**src/rtl/column_texel_scaler_macros.svh**
```systemverilog
// Assertion helpers for the column texel scaler.
`ifndef COLUMN_TEXEL_SCALER_MACROS_SVH
`define COLUMN_TEXEL_SCALER_MACROS_SVH

// Same-cycle implication, disabled in reset.
`define CTS_ASSERT_NOW(lbl, ante, cons) \
    lbl: assert property (@(posedge clk) disable iff (!rst_n) (ante) |-> (cons)) \
        else $error("column_texel_scaler: same-cycle check failed");

// Next-cycle implication, disabled in reset.
`define CTS_ASSERT_NEXT(lbl, ante, cons) \
    lbl: assert property (@(posedge clk) disable iff (!rst_n) (ante) |=> (cons)) \
        else $error("column_texel_scaler: next-cycle check failed");

`endif

```
**src/rtl/cts_pkg.sv**
```systemverilog
package cts_pkg;

    // Source column geometry
    localparam int unsigned SRC_TEXELS = 64;
    localparam int unsigned SRC_SHIFT  = $clog2(SRC_TEXELS);

    // Field widths
    localparam int unsigned IDX_W  = 6;
    localparam int unsigned H_W    = 9;
    localparam int unsigned V_W    = 8;
    localparam int unsigned ADDR_W = 16;
    localparam int unsigned PIX_W  = 8;
    localparam int unsigned MASK_W = 4;

    // Config port
    localparam int unsigned PADDR_W = 3;
    localparam int unsigned PDATA_W = 32;

    localparam logic [H_W-1:0] H_RESET = 9'd64;
    localparam logic [V_W-1:0] V_RESET = 8'd160;

    // Rows per texel are capped at this count
    localparam int unsigned MAX_ROWS = 8;
    localparam int unsigned CNT_W    = $clog2(MAX_ROWS);

    typedef enum logic {
        REG_SCALED_HEIGHT = 1'b0,
        REG_VIEW_HEIGHT   = 1'b1
    } reg_idx_t;

endpackage

```
**src/rtl/column_texel_scaler.sv**
```systemverilog
// column_texel_scaler: nearest-neighbor vertical scaler for a 64-texel column.
// Input channel (in_valid/in_ready) takes one texel word: index, value,
// destination column offset and plane mask. Output channel (out_valid/
// out_ready) returns one write word per visible row the texel covers, at
// most 8, in increasing row order, last_row set on the texel's final word.
// A texel whose rows are all clipped, or that covers no row, yields nothing.
// Config: APB-style, scaled_height at 0x0, view_height at 0x4; write only idle.
// Timing: in_ready drops for the whole texel. Accept -> CALC (one 6x9
// multiply plus add, shared for both row bounds) -> CLIP (clip and base
// address multiply) -> EMIT. The first write word is registered on entry
// to EMIT; then one word per cycle while out_ready is high. An empty texel
// goes from CLIP straight back to idle.
// A stalled receiver simply holds the current word; the sequencer waits in
// EMIT and input stays blocked until the last word of the texel is taken.
// Reset (rst_n low, asynchronous) returns to idle with no word pending and
// loads scaled_height = 64, view_height = 160.
`include "column_texel_scaler_macros.svh"

module column_texel_scaler #(
    parameter int unsigned ROW_BYTES = 80
) (
    input  logic                          clk,
    input  logic                          rst_n,
    // config port
    input  logic                          psel,
    input  logic                          penable,
    input  logic                          pwrite,
    input  logic [cts_pkg::PADDR_W-1:0]   paddr,
    input  logic [cts_pkg::PDATA_W-1:0]   pwdata,
    output logic [cts_pkg::PDATA_W-1:0]   prdata,
    output logic                          pready,
    // texel input
    input  logic                          in_valid,
    output logic                          in_ready,
    input  logic [cts_pkg::IDX_W-1:0]     texel_index,
    input  logic [cts_pkg::PIX_W-1:0]     texel_value,
    input  logic [cts_pkg::ADDR_W-1:0]    column_offset,
    input  logic [cts_pkg::MASK_W-1:0]    plane_mask,
    // write output
    output logic                          out_valid,
    input  logic                          out_ready,
    output logic [cts_pkg::ADDR_W-1:0]    write_address,
    output logic [cts_pkg::V_W-1:0]       row_index,
    output logic [cts_pkg::PIX_W-1:0]     pixel_value,
    output logic [cts_pkg::MASK_W-1:0]    write_mask,
    output logic                          last_row
);

    localparam logic [cts_pkg::ADDR_W-1:0] ROW_STEP = cts_pkg::ADDR_W'(ROW_BYTES);
    localparam int unsigned PROD_W = cts_pkg::IDX_W + cts_pkg::H_W + 1;
    localparam int unsigned ROWS_W = 11;   // signed virtual row, covers -255..638
    localparam int unsigned MUL_W  = cts_pkg::V_W + cts_pkg::ADDR_W;

    typedef enum logic [1:0] {
        ST_IDLE,
        ST_CALC,
        ST_CLIP,
        ST_EMIT
    } state_t;

    // ------------------------------------------------------------------
    // Config registers
    // ------------------------------------------------------------------
    logic [cts_pkg::H_W-1:0] h_reg;
    logic [cts_pkg::V_W-1:0] v_reg;
    logic                    cfg_wr;

    assign pready = 1'b1;
    assign cfg_wr = psel & penable & pwrite;

    always_ff @(posedge clk or negedge rst_n)
    begin
        if (!rst_n)
        begin
            h_reg <= cts_pkg::H_RESET;
            v_reg <= cts_pkg::V_RESET;
        end
        else if (cfg_wr)
        begin
            case (cts_pkg::reg_idx_t'(paddr[2]))
                cts_pkg::REG_SCALED_HEIGHT: h_reg <= pwdata[cts_pkg::H_W-1:0];
                cts_pkg::REG_VIEW_HEIGHT:   v_reg <= pwdata[cts_pkg::V_W-1:0];
                default: ;
            endcase
        end
    end

    always_comb
    begin
        case (cts_pkg::reg_idx_t'(paddr[2]))
            cts_pkg::REG_SCALED_HEIGHT:
                prdata = {{(cts_pkg::PDATA_W-cts_pkg::H_W){1'b0}}, h_reg};
            cts_pkg::REG_VIEW_HEIGHT:
                prdata = {{(cts_pkg::PDATA_W-cts_pkg::V_W){1'b0}}, v_reg};
            default:
                prdata = '0;
        endcase
    end

    // ------------------------------------------------------------------
    // Sequencer and datapath registers
    // ------------------------------------------------------------------
    state_t                     state_reg,  state_next;
    logic [cts_pkg::IDX_W-1:0]  idx_reg,    idx_next;
    logic [cts_pkg::PIX_W-1:0]  val_reg,    val_next;
    logic [cts_pkg::ADDR_W-1:0] off_reg,    off_next;
    logic [cts_pkg::MASK_W-1:0] msk_reg,    msk_next;
    logic signed [ROWS_W-1:0]   start_reg,  start_next;
    logic signed [ROWS_W-1:0]   end_reg,    end_next;
    logic [cts_pkg::V_W-1:0]    row_reg,    row_next;
    logic [cts_pkg::ADDR_W-1:0] addr_reg,   addr_next;
    logic [cts_pkg::CNT_W-1:0]  cnt_reg,    cnt_next;
    logic                       valid_reg,  valid_next;

    // centering offset: (v - h) / 2 truncated toward zero
    logic signed [cts_pkg::H_W:0]   diff;
    logic signed [cts_pkg::H_W:0]   diff_adj;
    logic signed [cts_pkg::H_W-1:0] top;

    assign diff     = $signed({2'b00, v_reg}) - $signed({1'b0, h_reg});
    assign diff_adj = diff + $signed({{cts_pkg::H_W{1'b0}}, diff[cts_pkg::H_W]});
    assign top      = cts_pkg::H_W'(diff_adj >>> 1);

    // shared multiply/add: idx*h, then idx*h + h gives the next texel's bound
    logic [PROD_W-1:0]          prod;
    logic [PROD_W-1:0]          prod_hi;
    logic [cts_pkg::H_W:0]      lo_rows;
    logic [cts_pkg::H_W:0]      hi_rows;
    logic signed [ROWS_W-1:0]   top_ext;

    assign prod    = PROD_W'(idx_reg) * PROD_W'(h_reg);
    assign prod_hi = prod + PROD_W'(h_reg);
    assign lo_rows = (cts_pkg::H_W+1)'(prod    >> cts_pkg::SRC_SHIFT);
    assign hi_rows = (cts_pkg::H_W+1)'(prod_hi >> cts_pkg::SRC_SHIFT);
    assign top_ext = ROWS_W'(top);

    // clipping against the view
    logic signed [ROWS_W-1:0]   v_ext;
    logic signed [ROWS_W-1:0]   start_clip;
    logic signed [ROWS_W-1:0]   end_clip;
    logic                       has_rows;
    logic [MUL_W-1:0]           base_mul;

    assign v_ext      = $signed({{(ROWS_W-cts_pkg::V_W){1'b0}}, v_reg});
    assign start_clip = (start_reg < 0) ? '0 : start_reg;
    assign end_clip   = (end_reg > v_ext) ? v_ext : end_reg;
    assign has_rows   = start_clip < end_clip;
    assign base_mul   = MUL_W'(start_clip[cts_pkg::V_W-1:0]) * MUL_W'(ROW_STEP);

    // last word of the texel: next row past the bound or row cap reached
    logic [ROWS_W-1:0] row_inc;
    logic              is_last;

    assign row_inc = ROWS_W'(row_reg) + ROWS_W'(1);
    assign is_last = ($signed(row_inc) >= end_reg) ||
                     (cnt_reg == cts_pkg::CNT_W'(cts_pkg::MAX_ROWS - 1));

    always_comb
    begin
        state_next = state_reg;
        idx_next   = idx_reg;
        val_next   = val_reg;
        off_next   = off_reg;
        msk_next   = msk_reg;
        start_next = start_reg;
        end_next   = end_reg;
        row_next   = row_reg;
        addr_next  = addr_reg;
        cnt_next   = cnt_reg;
        valid_next = valid_reg;
        case (state_reg)
            ST_IDLE:
            begin
                if (in_valid)
                begin
                    idx_next   = texel_index;
                    val_next   = texel_value;
                    off_next   = column_offset;
                    msk_next   = plane_mask;
                    state_next = ST_CALC;
                end
            end
            ST_CALC:
            begin
                start_next = $signed(ROWS_W'(lo_rows)) + top_ext;
                end_next   = $signed(ROWS_W'(hi_rows)) + top_ext;
                state_next = ST_CLIP;
            end
            ST_CLIP:
            begin
                end_next  = end_clip;
                row_next  = start_clip[cts_pkg::V_W-1:0];
                addr_next = off_reg + base_mul[cts_pkg::ADDR_W-1:0];
                cnt_next  = '0;
                if (has_rows)
                begin
                    valid_next = 1'b1;
                    state_next = ST_EMIT;
                end
                else
                begin
                    state_next = ST_IDLE;
                end
            end
            ST_EMIT:
            begin
                if (out_ready)
                begin
                    if (is_last)
                    begin
                        valid_next = 1'b0;
                        state_next = ST_IDLE;
                    end
                    else
                    begin
                        row_next  = row_inc[cts_pkg::V_W-1:0];
                        addr_next = addr_reg + ROW_STEP;
                        cnt_next  = cnt_reg + cts_pkg::CNT_W'(1);
                    end
                end
            end
            default:
            begin
                valid_next = 1'b0;
                state_next = ST_IDLE;
            end
        endcase
    end

    always_ff @(posedge clk or negedge rst_n)
    begin
        if (!rst_n)
        begin
            state_reg <= ST_IDLE;
            valid_reg <= 1'b0;
            cnt_reg   <= '0;
            idx_reg   <= '0;
            val_reg   <= '0;
            off_reg   <= '0;
            msk_reg   <= '0;
            start_reg <= '0;
            end_reg   <= '0;
            row_reg   <= '0;
            addr_reg  <= '0;
        end
        else
        begin
            state_reg <= state_next;
            valid_reg <= valid_next;
            cnt_reg   <= cnt_next;
            idx_reg   <= idx_next;
            val_reg   <= val_next;
            off_reg   <= off_next;
            msk_reg   <= msk_next;
            start_reg <= start_next;
            end_reg   <= end_next;
            row_reg   <= row_next;
            addr_reg  <= addr_next;
        end
    end

    assign in_ready      = (state_reg == ST_IDLE);
    assign out_valid     = valid_reg;
    assign write_address = addr_reg;
    assign row_index     = row_reg;
    assign pixel_value   = val_reg;
    assign write_mask    = msk_reg;
    assign last_row      = is_last;

    // ------------------------------------------------------------------
    // Checks
    // ------------------------------------------------------------------
    // every emitted row lies inside the view
    `CTS_ASSERT_NOW(a_row_in_view, out_valid, row_index < v_reg)
    // a taken word that is not the last is followed by the next row
    `CTS_ASSERT_NEXT(a_row_step, out_valid && out_ready && !last_row,
        out_valid && (row_index == $past(row_index) + 8'd1))
    // address advances by one row stride between words of a texel
    `CTS_ASSERT_NEXT(a_addr_step, out_valid && out_ready && !last_row,
        write_address == $past(write_address) + ROW_STEP)
    // after the last word the block is free for the next texel
    `CTS_ASSERT_NEXT(a_last_frees, out_valid && out_ready && last_row,
        in_ready && !out_valid)
    // no output word is pending while input is open
    `CTS_ASSERT_NOW(a_ready_no_word, in_ready, !out_valid)

endmodule

```
**config.mk**
```make
export PLATFORM = sky130hd
export DESIGN_NAME = column_texel_scaler
export DESIGN_NICKNAME = d
export VERILOG_FILES = /design/src/rtl/cts_pkg.sv /design/src/rtl/column_texel_scaler.sv
export VERILOG_INCLUDE_DIRS = /design/src /design/src/rtl
export SDC_FILE = /design/constraint.sdc
export NUM_CORES = 1
export LEC_CHECK = 0
export ABC_AREA = 1
export BUFFER_PORTS_ARGS = -buffer_cell sky130_fd_sc_hd__clkbuf_2
export CELL_PAD_IN_SITES_DETAIL_PLACEMENT = 0
export CELL_PAD_IN_SITES_GLOBAL_PLACEMENT = 1
export CORE_ASPECT_RATIO = 1.5
export CORE_MARGIN = 3
export CORE_UTILIZATION = 47
export CTS_BUF_LIST = sky130_fd_sc_hd__clkbuf_4
export CTS_CLUSTER_SIZE = 20
export DETAILED_ROUTE_END_ITERATION = 12
export HOLD_SLACK_MARGIN = 0.02
export PLACE_DENSITY_LB_ADDON = 0.25
export SYNTH_ARGS = -nofsm -noshare
export SYNTH_HDL_FRONTEND = slang
export SYNTH_SLANG_ARGS = --single-unit
```
**constraint.sdc**
```tcl
create_clock -name clk -period 17.7 [get_ports clk]
set_input_delay 1.77 -clock clk [delete_from_list [all_inputs] [get_ports clk]]
set_output_delay 1.77 -clock clk [all_outputs]
set_load 0.01 [all_outputs]
```
==> results_dict.tcl, run 1 <==
set metrics [dict create \
    yosysTopAreaCellShare_pct 24.3 \
    fin_crit_sh_pct 36.5 \
    max_slew_margin_pct 36.2 \
    cp.arrival_ns 6.92 \
    track_usage_pct 22.6 \
    syn_area_um2 10300 \
    yosysWarnings 0 \
    clock_sinks 103 \
    core_um2 21300 \
    via_per_inst 5.08 \
    rows 65 \
    yosysSeqAreaShare_pct 25.1 \
    fin_nets 1701 \
    fin_worst_skew_ns 0.0274 \
    antenna_found_initial 2 \
    hp-class "reg -> reg" \
    start_kind "flip-flop" \
    synth_area_leader_cell "dfrtp_1" \
    ant_nets 0 \
    synth-seq-cells 103 \
    clk_path_buf_depth 2 \
    worstSkewPairLatency_ns 0.53 \
    routed_wl_um 26400 \
    die_area_um2 23700 \
    synthArstFlopShare_pct 100 \
    start_util_pct 48.2 \
    synth_common_cells "nand2_1, inv_1, ha_1, dfrtp_1, nor2_1" \
    endpoint_kind "flip-flop" \
    path_common_cell "nand2_1" \
    post-place-ws_ns 11.30 \
    cp_slowest_cell "dfrtp_1" \
    finalSetupViolCount 0 \
    port_buffers 98 \
    synth.area.top_cells "dfrtp_1, ha_1, nand2_1, inv_1, fa_1" \
    synth_edf_count 0 \
    finalMaxSlewViolations 0 \
    syn2layout_area_growth_pct 7.47 \
    grt_pass1_vias 8927 \
    ios 148 \
    yosysUniqueCellTypes 53 \
    worst_pin_slew_ns 0.957 \
    timing.setup.critical_path_class "reg -> reg" \
    max_freq_ghz 0.155 \
    critPathTopFamily "adder cells" \
    cts_root_buffer "clkbuf_4" \
    layout-drive-gt1-share_pct 12.1 \
    dp_cells 1730 \
    drt-initial-drc-count 326 \
    die_w_um 127 \
    post-synth-top-count-cell "nand2_1" \
    cp_max_fo 10 \
    dieHeight_um 187 \
    path_depth 30 \
    firstDrtPassIters 5 \
    synthCells 1402 \
    synth_ff_type "dfrtp_1" \
    reg2regPathDepth 30 \
    rsz0062_at_grt "false" \
    grt_max_degree 74 \
    status "completed" \
    syn_area_per_cell_um2 7.33 \
    hold_depth 2 \
    grt_overflow_total 0 \
    cts_buffers 9 \
    place.gp.congestion 0.894 \
    hold_buffers 0 \
    wl_per_cell_um 15.1 \
    drc_errors 0 \
    postCtsSetupBuffers 0 \
    maxCapViolCount 0 \
    grt_pass1_wl_um 43400 \
    hold_violations 0 \
    cpPeakStageDelay_ns 0.61 \
    dpl.hpwl_um 21500 \
    cp.buffers_inverters 4 \
    cts-htree-levels 3 \
    final.setup.tns_ns 0 \
    crit_required_ns 18.17 \
    final_cells 1751 \
    clk_pin_slew_ns 0.18 \
    ctsResizeCount 0 \
    fin_crit_ns 6.45 \
    fin_ws_ns 11.25 \
    tritoncts "yes" \
    vias 8898 \
]
==> layout make-up <==
cell class	instances	area, um2
fill	2172	10300
multi-input combinational	983	6390
sequential	103	2580
inverter	276	1040
timing repair buffer	100	508
tap	268	335
clock inverter	5	106
clock buffer	10	75.1
antenna	6	15.0
==> worst reg2reg max path, delay by kind of cell, from the launching register on <==
kind,cells,cell delay [ns]
adders and majority gates,6,2.56
and+or+nand+nor,14,2.03
AOI/OAI and AO/OA,5,0.75
DFF,1,0.61
buffers and inverters,4,0.23
xor gates and xnor gates,1,0.19
==> cells by family after synthesis <==
kind of cell | synth area share, %
compound gates | 12.4
flops | 25.1
simple gates | 20.7
buf+inv | 13.5
other cells | 0.0731
xor+xnor | 3.65
fa+ha+maj | 21.0
mux | 3.51
==> metrics by stage <==
| stage | hold WS, ns | instance area, um2 | utilization (%) |
|---|---|---|---|
| after floorplan | 0.449 | 10400 | - |
| after global placement | 0.464 | 10900 | 50.9 |
| after detailed placement | 0.463 | 10900 | 50.9 |
| after CTS | 0.502 | 11000 | 51.8 |
| after global routing | 0.528 | 11000 | 51.8 |
| final | 0.501 | 11000 | 51.8 |
==> routing by layer <==
metal / wire [um] / share of wire [%] / global-route usage [%] / vias up
li1: - / - / - / 4583
met1: 10500 / 40 / 24.8 / 4119
met2: 14500 / 55 / 44.0 / 153
met3: 688 / 2.6 / 2.31 / 43
met4: 678 / 2.6 / 7.80 / 0
met5: 0 / 0 / 0 / -
==> cell usage in the layout, fill, tap and decap left out, types with 9 or more instances in the layout <==
cell type and n:
xor2_1 30, clkbuf_4 10, o21ai_0 76, inv_1 270, mux2_2 32, o21ai_1 26
ha_1 118, nand4_1 15, nor3_1 9, nand2_1 313, nor2_1 80, a21oi_1 68
a31oi_1 12, nand3_1 63, clkbuf_2 97, fa_1 34, o211ai_1 14, xnor2_1 11
conb_1 24, dfrtp_1 100
==> worst paths after layout <==
| check | start | to | slack [ns] |
|---|---|---|---|
| max in group asynchronous | rst_n | write_address[14] | 15.22 |
| hold / removal | start_reg[8] | start_reg[8] | 0.50 |
| setup / recovery | idx_reg[5] | end_reg[10] | 11.25 |
| setup reg to reg | idx_reg[5] | end_reg[10] | 11.25 |
| hold reg to reg | start_reg[8] | start_reg[8] | 0.50 |
| min in group asynchronous | rst_n | row_index[7] | 1.16 |
Power of run 1 is left out: the tool's default activity adds up to more than one toggle a clock period on the data nets, which glitch-free logic cannot reach.
==> inputs of run 2 (changes only) <==
- CORE_UTILIZATION: 47 -> 44
- clock period: 17.7 -> 6.7 ns (I/O delays scaled with it)
==> results_dict.tcl, run 2 (synthesis results as in run 1) <==
set metrics [dict create \
    status "completed" \
    drc_errors 0 \
    finalSetupViolCount 0 \
    path_common_cell "nand2_1" \
    tritoncts "yes" \
    syn2layout_area_growth_pct 7.97 \
    drt-initial-drc-count 284 \
    grt_max_degree 69 \
    endpoint_kind "flip-flop" \
    max_slew_margin_pct 39.7 \
    r2r_slack_ns 0.69 \
    worstReg2RegEnd "end_reg[9]" \
    start_kind "flip-flop" \
    final_common_cell "nand2_1" \
    maxCapViolCount 0 \
    timing.setup.critical_path_class "reg -> reg" \
    fin_crit_sh_pct 89.6 \
    dp_cells 1748 \
    fin_nets 1713 \
    max_freq_ghz 0.167 \
    port_buffers 98 \
    rows 67 \
    die_w_um 131 \
    grt_overflow_total 0 \
    layout_common_cells "nand2_1, inv_1, ha_1, clkbuf_2, dfrtp_1" \
    crit_start "h_reg[3]" \
    ios 148 \
    die_area_um2 25300 \
    wl_per_cell_um 15.2 \
    fin_util_pct 49.0 \
    cts-htree-levels 3 \
    ant_nets 0 \
    rsz0062_at_grt "false" \
    track_usage_pct 21.6 \
    place.gp.congestion 0.849 \
    hold_buffers 0 \
    dpl.hpwl_um 22200 \
    final_area_um2 11100 \
    clk_path_buf_depth 2 \
    layout-drive-gt1-share_pct 13.4 \
    core_um2 22600 \
    cp.arrival_ns 6.46 \
    start_util_pct 45.4 \
    place_area_um2 10900 \
    cp_max_fo 5 \
    final_cells 1768 \
    via_per_inst 5.04 \
    routed_wl_um 26900 \
    fin_crit_ns 6.01 \
    fin_worst_skew_ns 0.0337 \
    vias 8908 \
    hold_violations 0 \
    final.setup.tns_ns 0 \
    grt_pass1_wl_um 42700 \
    clk_pin_slew_ns 0.17 \
    reg2regPathDepth 32 \
    clock_sinks 103 \
    finalMaxSlewViolations 0 \
    dieHeight_um 193 \
    cts_buffers 9 \
    cpPeakStageDelay_ns 0.54 \
    r2r_start "h_reg[3]" \
    firstDrtPassIters 5 \
    antenna_found_initial 2 \
    grt_pass1_vias 8688 \
    crit_required_ns 7.15 \
    worstSkewPairLatency_ns 0.52 \
    hp-class "in -> async" \
    cp_slowest_cell "fa_1" \
    worst_pin_slew_ns 0.905 \
    cts_root_buffer "clkbuf_4" \
]
run 2: per-stage QoR:
stage	setup WS (ns)	hold slack [ns]
6_report	0.695	0.0796
5_1_grt	0.0455	0.0646
3_3_place_gp	0.499	0.465
2_1_floorplan	1.04	0.374
4_1_cts	0.357	0.0601
3_5_place_dp	0.408	0.463
run 2: worst max-delay path: cells and delay by family, from the launching register on:
| kind | cells | cell delay (ns) |
|---|---|---|
| compound gates | 8 | 0.97 |
| xor+xnor | 1 | 0.19 |
| fa+ha+maj | 6 | 2.48 |
| buf+inv | 5 | 0.29 |
| flops | 1 | 0.48 |
| simple gates | 12 | 1.51 |
run 2: final cells by class:
cell class / instances / area [um2]
well taps: 276 / 345
inverters: 276 / 1040
fillers: 2377 / 11500
diodes: 2 / 5.00
repair buffers: 112 / 596
clock buffers: 10 / 75.1
clock inverters: 6 / 43.8
flip-flops and latches: 103 / 2590
multi-input cells: 983 / 6410
run 2: per-layer routing:
metal,vias to the layer above,wire length [um],GRT usage (%)
met5,-,0,0
met2,141,14600,41.4
met3,47,591,2.34
met4,0,1140,9.86
met1,4119,10600,23.4
li1,4601,-,-
run 2: how the worst max path moves through the flow:
stage	end	slack (ns)
floorplan	end_reg[9]	1.04
global placement	end_reg[10]	0.50
detailed placement	end_reg[10]	0.41
CTS	end_reg[9]	0.36
global route	end_reg[10]	0.05
finish	end_reg[9]	0.69
run 2: timing repair:
action / 4_1_cts / 5_1_grt
buffers inserted: 0 / 2
setup endpoints to repair: 0 / 3
resized for setup: 0 / 11
Power of run 2 is left out for the same reason.
